## src/rtl/prru_pkg.sv

```systemverilog
// ----------------------------------------------------------------------------
// prru_pkg
// Shared types, codes and the reciprocal table for the permutation
// rank/unrank block.
// ----------------------------------------------------------------------------
package prru_pkg;

   localparam int MaxLengthDefault = 12;

   localparam int ElemW = 4;
   localparam int RankW = 29;
   localparam int LenW  = 4;
   localparam int RecipW = 32;

   localparam logic [LenW-1:0] LenReset = 4'd9;

   // opcodes
   localparam logic OpPush   = 1'b0;
   localparam logic OpUnrank = 1'b1;

   // result kinds
   localparam logic KindRank = 1'b0;
   localparam logic KindElem = 1'b1;

   // one queued word between front and back
   typedef struct packed {
      logic             unrank;
      logic [ElemW-1:0] element;
      logic [RankW-1:0] rank;
   } queue_item_type;

   // back-end status seen by the top level
   typedef struct packed {
      logic idle;      // nothing executing, output register empty
      logic seq_open;  // a rank sequence has elements pending
   } back_status_type;

   // floor(2^32 / d) for the radices in use
   function automatic logic [RecipW-1:0] recip(input logic [4:0] d);
      logic [RecipW-1:0] m;
      begin
         case (d)
            5'd2:    m = 32'd2147483648;
            5'd3:    m = 32'd1431655765;
            5'd4:    m = 32'd1073741824;
            5'd5:    m = 32'd858993459;
            5'd6:    m = 32'd715827882;
            5'd7:    m = 32'd613566756;
            5'd8:    m = 32'd536870912;
            5'd9:    m = 32'd477218588;
            5'd10:   m = 32'd429496729;
            5'd11:   m = 32'd390451572;
            5'd12:   m = 32'd357913941;
            5'd13:   m = 32'd330382099;
            5'd14:   m = 32'd306783378;
            5'd15:   m = 32'd286331153;
            5'd16:   m = 32'd268435456;
            5'd17:   m = 32'd252645135;
            5'd18:   m = 32'd238609294;
            5'd19:   m = 32'd226050910;
            5'd20:   m = 32'd214748364;
            default: m = '0;
         endcase
         return m;
      end
   endfunction

endpackage

```

## src/rtl/prru_front.sv

```systemverilog
// ----------------------------------------------------------------------------
// prru_front
// Input side: takes request words, tags push vs. unrank, and holds them in
// a two-word queue for the execution back end.
// ----------------------------------------------------------------------------
module prru_front
   import prru_pkg::*;
(
   input  logic                 clock,
   input  logic                 reset,
   input  logic                 req_valid,
   output logic                 req_stall,
   input  logic                 req_opcode,
   input  logic [ElemW-1:0]     req_element,
   input  logic [RankW-1:0]     req_rank_in,
   output logic                 q_valid,
   output queue_item_type       q_item,
   input  logic                 q_take
);

   queue_item_type slot_ff [2];
   queue_item_type slot_in;
   logic [1:0]     count_ff, count_in;
   logic           wr_ptr_ff, wr_ptr_in;
   logic           rd_ptr_ff, rd_ptr_in;
   logic           push_w;

   assign req_stall = (count_ff == 2'd2);
   assign push_w    = req_valid && !req_stall;
   assign q_valid   = (count_ff != 2'd0);
   assign q_item    = slot_ff[rd_ptr_ff];

   always_comb begin
      slot_in.unrank  = (req_opcode == OpUnrank);
      slot_in.element = req_element;
      slot_in.rank    = req_rank_in;
      wr_ptr_in = push_w ? ~wr_ptr_ff : wr_ptr_ff;
      rd_ptr_in = q_take ? ~rd_ptr_ff : rd_ptr_ff;
      count_in  = count_ff + 2'(push_w) - 2'(q_take);
   end

   always_ff @(posedge clock) begin
      if (reset) begin
         count_ff  <= '0;
         wr_ptr_ff <= 1'b0;
         rd_ptr_ff <= 1'b0;
      end else begin
         count_ff  <= count_in;
         wr_ptr_ff <= wr_ptr_in;
         rd_ptr_ff <= rd_ptr_in;
      end
   end

   always_ff @(posedge clock) begin
      if (push_w) begin
         slot_ff[wr_ptr_ff] <= slot_in;
      end
   end

endmodule

```

## src/rtl/prru_back.sv

```systemverilog
// ----------------------------------------------------------------------------
// prru_back
// Execution side: folds pushed elements into the mixed-radix rank, and
// unranks through a reciprocal-multiply divider with an element fixup pass.
// ----------------------------------------------------------------------------
module prru_back
   import prru_pkg::*;
#(
   parameter int MAX_LENGTH = MaxLengthDefault
)
(
   input  logic                               clock,
   input  logic                               reset,
   input  logic [$clog2(MAX_LENGTH+1)-1:0]    n_use,
   input  logic                               cfg_clear,
   input  logic                               q_valid,
   input  queue_item_type                     q_item,
   output logic                               q_take,
   output logic                               rsp_valid,
   input  logic                               rsp_stall,
   output logic                               rsp_kind,
   output logic [ElemW-1:0]                   rsp_element_out,
   output logic [RankW-1:0]                   rsp_rank_out,
   output logic                               rsp_not_permutation,
   output logic                               rsp_last,
   output back_status_type                    status
);

   localparam int NW = $clog2(MAX_LENGTH + 1);
   localparam int IW = (MAX_LENGTH > 1) ? $clog2(MAX_LENGTH) : 1;
   localparam int EW = IW;
   localparam int PW = RankW + RecipW;

   localparam logic [2:0] ST_IDLE = 3'd0;
   localparam logic [2:0] ST_MUL  = 3'd1;
   localparam logic [2:0] ST_DIV  = 3'd2;
   localparam logic [2:0] ST_FIX  = 3'd3;
   localparam logic [2:0] ST_EMIT = 3'd4;

   logic [2:0]            state_ff, state_in;
   logic [NW-1:0]         pos_ff, pos_in;
   logic [RankW-1:0]      acc_ff, acc_in;
   logic [MAX_LENGTH-1:0] used_ff, used_in;
   logic [RankW-1:0]      r_ff, r_in;
   logic [PW-1:0]         prod_ff, prod_in;
   logic [IW-1:0]         idx_ff, idx_in;
   logic [IW-1:0]         fix_idx_ff, fix_idx_in;
   logic [NW-1:0]         radix_ff, radix_in;
   logic [EW-1:0]         dig_ff, dig_in;
   logic                  fix_ff, fix_in;
   logic [EW-1:0]         elt_ff [MAX_LENGTH];
   logic [EW-1:0]         elt_in [MAX_LENGTH];

   logic                  out_valid_ff, out_valid_in;
   logic                  out_kind_ff, out_kind_in;
   logic [ElemW-1:0]      out_elem_ff, out_elem_in;
   logic [RankW-1:0]      out_rank_ff, out_rank_in;
   logic                  out_bad_ff, out_bad_in;
   logic                  out_last_ff, out_last_in;

   logic                  out_free;

   // push datapath
   logic                  is_used;
   logic                  in_range;
   logic                  elem_ok;
   logic [MAX_LENGTH-1:0] below;
   logic [MAX_LENGTH-1:0] onehot;
   logic [MAX_LENGTH-1:0] used_new;
   logic [NW-1:0]         smaller;
   logic [NW-1:0]         ones;
   logic [NW-1:0]         pos_next;
   logic [NW-1:0]         radix_r;
   logic [RankW+NW-1:0]   acc_prod;
   logic [RankW-1:0]      digit;
   logic                  seq_done;
   logic                  bad;

   // divider datapath
   logic [RankW-1:0]      q_est;
   logic [RankW+NW-1:0]   qr;
   logic [RankW-1:0]      rem_w;
   logic                  corr;
   logic [RankW-1:0]      rem;
   logic [RankW-1:0]      quot;

   assign out_free = !out_valid_ff || !rsp_stall;

   assign rsp_valid           = out_valid_ff;
   assign rsp_kind            = out_kind_ff;
   assign rsp_element_out     = out_elem_ff;
   assign rsp_rank_out        = out_rank_ff;
   assign rsp_not_permutation = out_bad_ff;
   assign rsp_last            = out_last_ff;

   assign status.idle     = (state_ff == ST_IDLE) && !out_valid_ff;
   assign status.seq_open = (pos_ff != '0);

   // smaller earlier elements = used bits below e; once a bad element is
   // seen the rank is dropped anyway, so this matches the earlier-element scan
   always_comb begin
      is_used = 1'b0;
      smaller = '0;
      for (int k = 0; k < MAX_LENGTH; k++) begin
         onehot[k] = (32'(k) == 32'(q_item.element));
         below[k]  = (32'(k) < 32'(q_item.element));
         is_used   = is_used | (onehot[k] & used_ff[k]);
         smaller   = smaller + NW'(used_ff[k] & below[k]);
      end
      in_range = (32'(q_item.element) < 32'(n_use));
      elem_ok  = in_range && !is_used;
      used_new = used_ff | (elem_ok ? onehot : '0);
      ones = '0;
      for (int k = 0; k < MAX_LENGTH; k++) begin
         ones = ones + NW'(used_new[k]);
      end
      pos_next = pos_ff + NW'(1);
      radix_r  = n_use - pos_ff;
      acc_prod = acc_ff * radix_r;
      digit    = RankW'(q_item.element) - RankW'(smaller);
      seq_done = (pos_next == n_use);
      bad      = (ones != n_use);
   end

   // quotient estimate is exact or one low; one correction step
   always_comb begin
      q_est = prod_ff[PW-1:RecipW];
      qr    = q_est * radix_ff;
      rem_w = r_ff - qr[RankW-1:0];
      corr  = (rem_w >= RankW'(radix_ff));
      rem   = corr ? (rem_w - RankW'(radix_ff)) : rem_w;
      quot  = q_est + RankW'(corr);
   end

   always_comb begin
      state_in     = state_ff;
      pos_in       = pos_ff;
      acc_in       = acc_ff;
      used_in      = used_ff;
      r_in         = r_ff;
      prod_in      = prod_ff;
      idx_in       = idx_ff;
      fix_idx_in   = fix_idx_ff;
      radix_in     = radix_ff;
      dig_in       = dig_ff;
      fix_in       = fix_ff;
      elt_in       = elt_ff;
      out_valid_in = out_valid_ff && rsp_stall;
      out_kind_in  = out_kind_ff;
      out_elem_in  = out_elem_ff;
      out_rank_in  = out_rank_ff;
      out_bad_in   = out_bad_ff;
      out_last_in  = out_last_ff;
      q_take       = 1'b0;

      // bump later elements at or above the digit just placed
      if ((state_ff == ST_MUL && fix_ff) || state_ff == ST_FIX) begin
         for (int j = 0; j < MAX_LENGTH; j++) begin
            if (32'(j) > 32'(fix_idx_ff) && elt_ff[j] >= dig_ff) begin
               elt_in[j] = elt_ff[j] + EW'(1);
            end
         end
      end

      case (state_ff)
         ST_IDLE: begin
            if (q_valid && (q_item.unrank || out_free)) begin
               q_take = 1'b1;
               if (q_item.unrank) begin
                  r_in     = q_item.rank;
                  idx_in   = IW'(n_use - NW'(2));
                  radix_in = NW'(2);
                  fix_in   = 1'b0;
                  for (int j = 0; j < MAX_LENGTH; j++) begin
                     elt_in[j] = '0;
                  end
                  state_in = ST_MUL;
               end else begin
                  pos_in  = pos_next;
                  used_in = used_new;
                  if (elem_ok && (pos_next < n_use)) begin
                     acc_in = acc_prod[RankW-1:0] + digit;
                  end
                  if (seq_done) begin
                     out_valid_in = 1'b1;
                     out_kind_in  = KindRank;
                     out_elem_in  = '0;
                     out_rank_in  = bad ? '0 : acc_ff;
                     out_bad_in   = bad;
                     out_last_in  = 1'b1;
                     pos_in       = '0;
                     acc_in       = '0;
                     used_in      = '0;
                  end
               end
            end
         end
         ST_MUL: begin
            prod_in  = r_ff * recip(5'(radix_ff));
            fix_in   = 1'b0;
            state_in = ST_DIV;
         end
         ST_DIV: begin
            elt_in[idx_ff] = EW'(rem);
            dig_in         = EW'(rem);
            fix_idx_in     = idx_ff;
            fix_in         = 1'b1;
            r_in           = quot;
            if (idx_ff == '0) begin
               state_in = ST_FIX;
            end else begin
               idx_in   = idx_ff - IW'(1);
               radix_in = radix_ff + NW'(1);
               state_in = ST_MUL;
            end
         end
         ST_FIX: begin
            fix_in   = 1'b0;
            idx_in   = '0;
            state_in = ST_EMIT;
         end
         ST_EMIT: begin
            if (out_free) begin
               out_valid_in = 1'b1;
               out_kind_in  = KindElem;
               out_elem_in  = ElemW'(elt_ff[idx_ff]);
               out_rank_in  = '0;
               out_bad_in   = 1'b0;
               out_last_in  = (idx_ff == IW'(n_use - NW'(1)));
               if (idx_ff == IW'(n_use - NW'(1))) begin
                  state_in = ST_IDLE;
               end else begin
                  idx_in = idx_ff + IW'(1);
               end
            end
         end
         default: begin
            state_in = ST_IDLE;
         end
      endcase

      if (cfg_clear) begin
         pos_in  = '0;
         acc_in  = '0;
         used_in = '0;
      end
   end

   always_ff @(posedge clock) begin
      if (reset) begin
         state_ff     <= ST_IDLE;
         pos_ff       <= '0;
         acc_ff       <= '0;
         used_ff      <= '0;
         fix_ff       <= 1'b0;
         out_valid_ff <= 1'b0;
      end else begin
         state_ff     <= state_in;
         pos_ff       <= pos_in;
         acc_ff       <= acc_in;
         used_ff      <= used_in;
         fix_ff       <= fix_in;
         out_valid_ff <= out_valid_in;
      end
   end

   always_ff @(posedge clock) begin
      r_ff        <= r_in;
      prod_ff     <= prod_in;
      idx_ff      <= idx_in;
      fix_idx_ff  <= fix_idx_in;
      radix_ff    <= radix_in;
      dig_ff      <= dig_in;
      elt_ff      <= elt_in;
      out_kind_ff <= out_kind_in;
      out_elem_ff <= out_elem_in;
      out_rank_ff <= out_rank_in;
      out_bad_ff  <= out_bad_in;
      out_last_ff <= out_last_in;
   end

endmodule

```

## src/rtl/permutation_rank_unrank.sv

```systemverilog
// ----------------------------------------------------------------------------
// permutation_rank_unrank
// Lehmer-code permutation ranking and unranking for lengths 2..MAX_LENGTH.
// ----------------------------------------------------------------------------
// Push words (opcode 0) carry one element each; after n of them one rank
// word comes out, flagged not_permutation with rank 0 if an element repeated
// or was not below n. An unrank word (opcode 1) reads rank_in modulo n! and
// returns n element words in position order: per digit the single divider
// does a reciprocal multiply (MUL) then a correction (DIV), the fixup of
// later elements rides on the next MUL or a final FIX, and EMIT then sends
// the words. No new word leaves the queue until an unrank is through. A
// two-word queue sits between the input and the back end, so requests are
// taken while a result waits on a stalled output. perm_length is clamped
// into 2..MAX_LENGTH, and writing it drops any partial rank sequence; it is
// accepted only while the block is drained.
module permutation_rank_unrank
   import prru_pkg::*;
#(
   parameter int MAX_LENGTH = MaxLengthDefault
)
(
   input  logic              clock,
   input  logic              reset,
   input  logic              req_valid,
   output logic              req_stall,
   input  logic              req_opcode,
   input  logic [ElemW-1:0]  req_element,
   input  logic [RankW-1:0]  req_rank_in,
   output logic              rsp_valid,
   input  logic              rsp_stall,
   output logic              rsp_kind,
   output logic [ElemW-1:0]  rsp_element_out,
   output logic [RankW-1:0]  rsp_rank_out,
   output logic              rsp_not_permutation,
   output logic              rsp_last,
   input  logic              csr_valid,
   output logic              csr_ready,
   input  logic [LenW-1:0]   csr_data
);

   localparam int NW = $clog2(MAX_LENGTH + 1);

   logic [LenW-1:0]  perm_len_ff, perm_len_in;
   logic [NW-1:0]    n_use;
   logic             cfg_write;
   logic             q_valid;
   logic             q_take;
   queue_item_type   q_item;
   back_status_type  status;

   // register write only while drained
   assign csr_ready = status.idle && !q_valid;
   assign cfg_write = csr_valid && csr_ready;
   assign perm_len_in = cfg_write ? csr_data : perm_len_ff;

   always_ff @(posedge clock) begin
      if (reset) begin
         perm_len_ff <= LenReset;
      end else begin
         perm_len_ff <= perm_len_in;
      end
   end

   // clamp length into 2..MAX_LENGTH
   always_comb begin
      if (perm_len_ff < LenW'(2)) begin
         n_use = NW'(2);
      end else if (32'(perm_len_ff) > 32'(MAX_LENGTH)) begin
         n_use = NW'(MAX_LENGTH);
      end else begin
         n_use = NW'(perm_len_ff);
      end
   end

   prru_front u_front (
      .clock       (clock),
      .reset       (reset),
      .req_valid   (req_valid),
      .req_stall   (req_stall),
      .req_opcode  (req_opcode),
      .req_element (req_element),
      .req_rank_in (req_rank_in),
      .q_valid     (q_valid),
      .q_item      (q_item),
      .q_take      (q_take)
   );

   prru_back #(
      .MAX_LENGTH (MAX_LENGTH)
   ) u_back (
      .clock               (clock),
      .reset               (reset),
      .n_use               (n_use),
      .cfg_clear           (cfg_write),
      .q_valid             (q_valid),
      .q_item              (q_item),
      .q_take              (q_take),
      .rsp_valid           (rsp_valid),
      .rsp_stall           (rsp_stall),
      .rsp_kind            (rsp_kind),
      .rsp_element_out     (rsp_element_out),
      .rsp_rank_out        (rsp_rank_out),
      .rsp_not_permutation (rsp_not_permutation),
      .rsp_last            (rsp_last),
      .status              (status)
   );

   // a flagged rank word carries rank 0, and is always the last word
   a_bad_rank_zero: assert property (@(posedge clock) disable iff (reset)
      rsp_valid && rsp_kind == KindRank && rsp_not_permutation
         |-> rsp_rank_out == '0 && rsp_last)
      else $error("flagged rank word with nonzero rank or not last");

   // element words carry no rank and no flag, and stay below n
   a_elem_word_clean: assert property (@(posedge clock) disable iff (reset)
      rsp_valid && rsp_kind == KindElem
         |-> rsp_rank_out == '0 && !rsp_not_permutation
             && 32'(rsp_element_out) < 32'(n_use))
      else $error("bad element word");

   // a length write drops the open rank sequence
   a_cfg_clears_seq: assert property (@(posedge clock) disable iff (reset)
      cfg_write |=> !status.seq_open)
      else $error("rank sequence survived length write");

   // queue words are only taken while something is queued
   a_take_needs_valid: assert property (@(posedge clock) disable iff (reset)
      q_take |-> q_valid)
      else $error("queue taken while empty");

endmodule

```

## config.mk

```make
export PLATFORM = sky130hd
export DESIGN_NAME = permutation_rank_unrank
export DESIGN_NICKNAME = d
export VERILOG_FILES = /design/src/rtl/prru_pkg.sv /design/src/rtl/prru_front.sv /design/src/rtl/prru_back.sv /design/src/rtl/permutation_rank_unrank.sv
export SDC_FILE = /design/constraint.sdc
export NUM_CORES = 2
export LEC_CHECK = 0
export BUFFER_PORTS_ARGS = -buffer_cell sky130_fd_sc_hd__buf_2
export CAP_MARGIN = 25
export CORE_MARGIN = 5
export CORE_UTILIZATION = 64
export DETAILED_ROUTE_END_ITERATION = 16
export GPL_ROUTABILITY_DRIVEN = 0
export PLACE_DENSITY_LB_ADDON = 0.12
export SLEW_MARGIN = 20
export SYNTH_ARGS = -nofsm -noshare
export SYNTH_HDL_FRONTEND = slang
export SYNTH_SLANG_ARGS = --single-unit
```

## constraint.sdc

```tcl
create_clock -name clock -period 28.5 [get_ports clock]
set_clock_uncertainty 0.15 [all_clocks]
set_input_delay 1.425 -clock clock [delete_from_list [all_inputs] [get_ports clock]]
set_output_delay 1.425 -clock clock [all_outputs]
set_load 0.02 [all_outputs]
```

==> impl_results.rst <==
.. list-table::
   :header-rows: 1

   * - Metric
     - Value
   * - Antenna Violating Nets Remaining
     - 0
   * - Total routing resource utilization after global routing
     - 0.319
   * - Async S/R FF share, synth
     - 0
   * - Layout Nets
     - 6712
   * - Crit-path most repeated cell
     - fa_1
   * - Hold violation count in the final report
     - 0
   * - Detailed router's first-iteration violation count
     - 2534
   * - Number of gates given a new drive strength after cts
     - 0
   * - CTS Sinks
     - 306
   * - Area grow syn2layout
     - 4.95%
   * - Aggregate global routing overflow
     - 0
   * - Number of buffers added by the clock tree synthesis step
     - 30
   * - Kind of start point of the critical path
     - flop
   * - Global-route wire length before repair
     - 213000 um
   * - Syn Inst Count
     - 5339
   * - Largest stage delay on the critical path
     - 0.86 ns
   * - Post-detailed-route wirelength per cell
     - 20.9 um
   * - Number of max-slew violations in the final report
     - 0
   * - TritonRoute pass-1 iters
     - 6
   * - Signal arrival time at the worst endpoint
     - 10.43 ns
   * - IO Port Bufs
     - 81
   * - I/O pin cnt
     - 82
   * - H-Tree Depth
     - 1
   * - Total via count in the routed design
     - 36.3k
   * - Maximum number of pins on one net before global-route repair
     - 82
   * - Number of hold buffers added after cts
     - 0
   * - Post-synthesis sequential area ratio
     - 0.157
   * - Starting density of the core
     - 0.644
   * - Number of setup buffers added after CTS
     - 0
   * - Tightest Hold Check Type
     - reg2reg
   * - Flop and latch count out of synthesis
     - 306
   * - Setup_tns
     - 0 ns
   * - Final core occ
     - 0.676
   * - Core box area
     - 78700 um2
   * - Transition at the pin with the smallest max-transition slack
     - 1.09 ns
   * - Via count of the first global-routing pass
     - 39.0k
   * - Max-capacitance violation count
     - 0
   * - Start-to-end type of the worst setup path
     - reg2reg
   * - Timing-limited maximum frequency
     - 0.0993 GHz
   * - Post-synth design cell area
     - 50700 um2
   * - Final period demand of the worst path
     - 10.07 ns
   * - Final setup violating endpoints
     - 0
   * - Via-to-Cell Ratio
     - 5.71
   * - Outcome
     - complete, no violations
   * - Most used DFF post-synth
     - edfxtp_1
   * - Site row count
     - 103
   * - Storage element area
     - 7960 um2
   * - Unique masters post-synth
     - 83
   * - Endpoint required time on the critical path
     - 28.87 ns
   * - DRC viols
     - 0
   * - Post-Route WL
     - 133000 um
   * - Total nets after synthesis
     - 6759
   * - Setup repair after global routing missed its margin
     - no
   * - Mean cell area of the mapped netlist
     - 9.50 um2
   * - Clk pin slew, worst setup/hold paths
     - 0.07 ns
   * - Highest fanout seen on the critical path
     - 41
   * - CTS tree
     - built
   * - Die Y-Extent
     - 292 um
   * - DIE AREA
     - 85000 um2
   * - Number of enable-type register cells in the synthesized netlist
     - 182
   * - Half-perimeter wire length after placement
     - 103000 um
   * - Deepest clock path buffer count
     - 3
   * - Layout fillers
     - 6336
   * - Fraction of final layout cells with drive strength greater than 1
     - 0.0497
   * - Multi-input logic area
     - 37500 um2
   * - Critical Path End Type
     - flop
   * - Headroom to the max-slew limit
     - 0.272
   * - Antenna violations before repair
     - 2
   * - Yosys warning count
     - 0
   * - Insertion delay of the later-clocked pin in the worst-skew pair
     - 0.59 ns
   * - Critical-path top delay cell
     - mux2i_1
   * - Horizontal die dimension
     - 292 um
   * - Clock tree root buffer cell
     - clkbuf_16
   * - Final clock period utilization by the worst path
     - 0.353
[final timing paths]
kind | startpoint | endpoint | slack [ns] | cells past startpoint
worst max register to register | flop | u_back.acc_ff[28] | 18.43 | 32
worst max-delay path | flop | u_back.acc_ff[28] | 18.43 | 32
worst min register to register | u_back.pos_ff[3] | u_back.pos_ff[3] | 0.36 | 2
worst min-delay path | u_back.pos_ff[3] | u_back.pos_ff[3] | 0.36 | 2
[logic make-up (layout without fill, tap and decap cells)]
group,after synthesis,in the layout,synth area share
simple gates,1405,1405,0.134
mux,77,77,0.0191
fa+ha+maj,1377,1377,0.483
other cells,0,2,0
compound gates,578,578,0.0709
xor+xnor,176,176,0.0304
buf+inv,1420,1397,0.106
flops,306,306,0.157
[registers in the layout, summed over array words and instances (netlist names), 2 cells and up, named ones only]
| register | cells |
|---|---|
| perm_len_ff | 4 |
| u_back.acc_ff | 29 |
| u_back.dig_ff | 4 |
| u_back.elt_ff | 48 |
| u_back.fix_idx_ff | 4 |
| u_back.idx_ff | 4 |
| u_back.pos_ff | 4 |
| u_back.prod_ff | 29 |
| u_back.r_ff | 29 |
| u_back.radix_ff | 4 |
| u_back.rsp_element_out | 4 |
| u_back.rsp_rank_out | 29 |
| u_back.state_ff | 3 |
| u_back.used_ff | 12 |
| u_front.count_ff | 2 |
| u_front.slot_ff | 68 |
[cell usage after synthesis, types with 9 or more instances]
master    instances  area [um2]
o21ai_1          26         130
a31oi_1          14        87.6
xor2_1           42         368
and2_1          345        2160
nor2b_1          45         282
mux4_2           14         315
o21a_1           19         143
edfxtp_1        182        5470
clkbuf_1        194         728
o21bai_1         11        82.6
a211oi_1         15         113
dfxtp_1         124        2480
mux2i_1          46         460
nand3_1          54         270
mux2_2           17         191
o22ai_1           9        56.3
nand4_1          31         194
nor2_1          143         537
nand2b_1         51         319
buf_1            14        52.6
a21o_1           76         571
ha_1            410        5130
a22oi_1          15         113
o21ai_0         164         821
o211ai_1          9        67.6
nand2_1         628        2360
and3_1           25         156
nor3_1           38         190
fa_1            967       19400
inv_1          1203        4520
a21oi_1         147         736
xnor2_1         134        1170
[layout make-up]
type	count	area share
Tap cell	1050	0.0247
Multi-Input combinational cell	3613	0.704
Antenna cell	2	0.0000940
Clock buffer	38	0.0169
Inverter	1203	0.0848
Timing Repair Buffer	138	0.0164
Sequential cell	306	0.149
Clock inverter	18	0.00360
[critical path, delay by kind of cell, from the launching register on]
family	cells	cell delay (ns)
buf+inv	8	1.54
mux	1	0.86
simple gates	2	0.32
flops	1	0.31
compound gates	12	2.95
fa+ha+maj	9	3.87
[cell usage in the layout (no fill, tap or decap), types with 118 or more instances in the layout]
cell	netlist	final
inv_1	1203	1203
fa_1	967	967
nand2_1	628	628
ha_1	410	410
and2_1	345	345
edfxtp_1	182	182
o21ai_0	164	163
a21oi_1	147	146
nor2_1	143	141
xnor2_1	134	132
dfxtp_1	124	118
[metal layers]
layer,share of wire,routed length [um],global-route usage,vias to the layer above
li1,-,-,-,16300
met1,0.38,51200,0.414,18300
met2,0.50,66100,0.550,1415
met3,0.070,9290,0.0410,341
met4,0.049,6510,0.126,0
met5,0,0,0,-
[metrics by stage]
step / instance area [um2] / instances / hold slack, ns / worst slack [ns]
finish: 53200 / 6368 / 0.359 / 18.43
global route: 53200 / 6366 / 0.374 / 17.65
global placement: 52100 / 6305 / 0.330 / 18.57
floorplan: 50700 / 5339 / 0.295 / 17.83
CTS: 53200 / 6362 / 0.359 / 18.38
detailed placement: 52100 / 6306 / 0.349 / 18.41
Power is left out: the tool's default activity adds up to more than one toggle a clock period on the data nets, which glitch-free logic cannot reach.
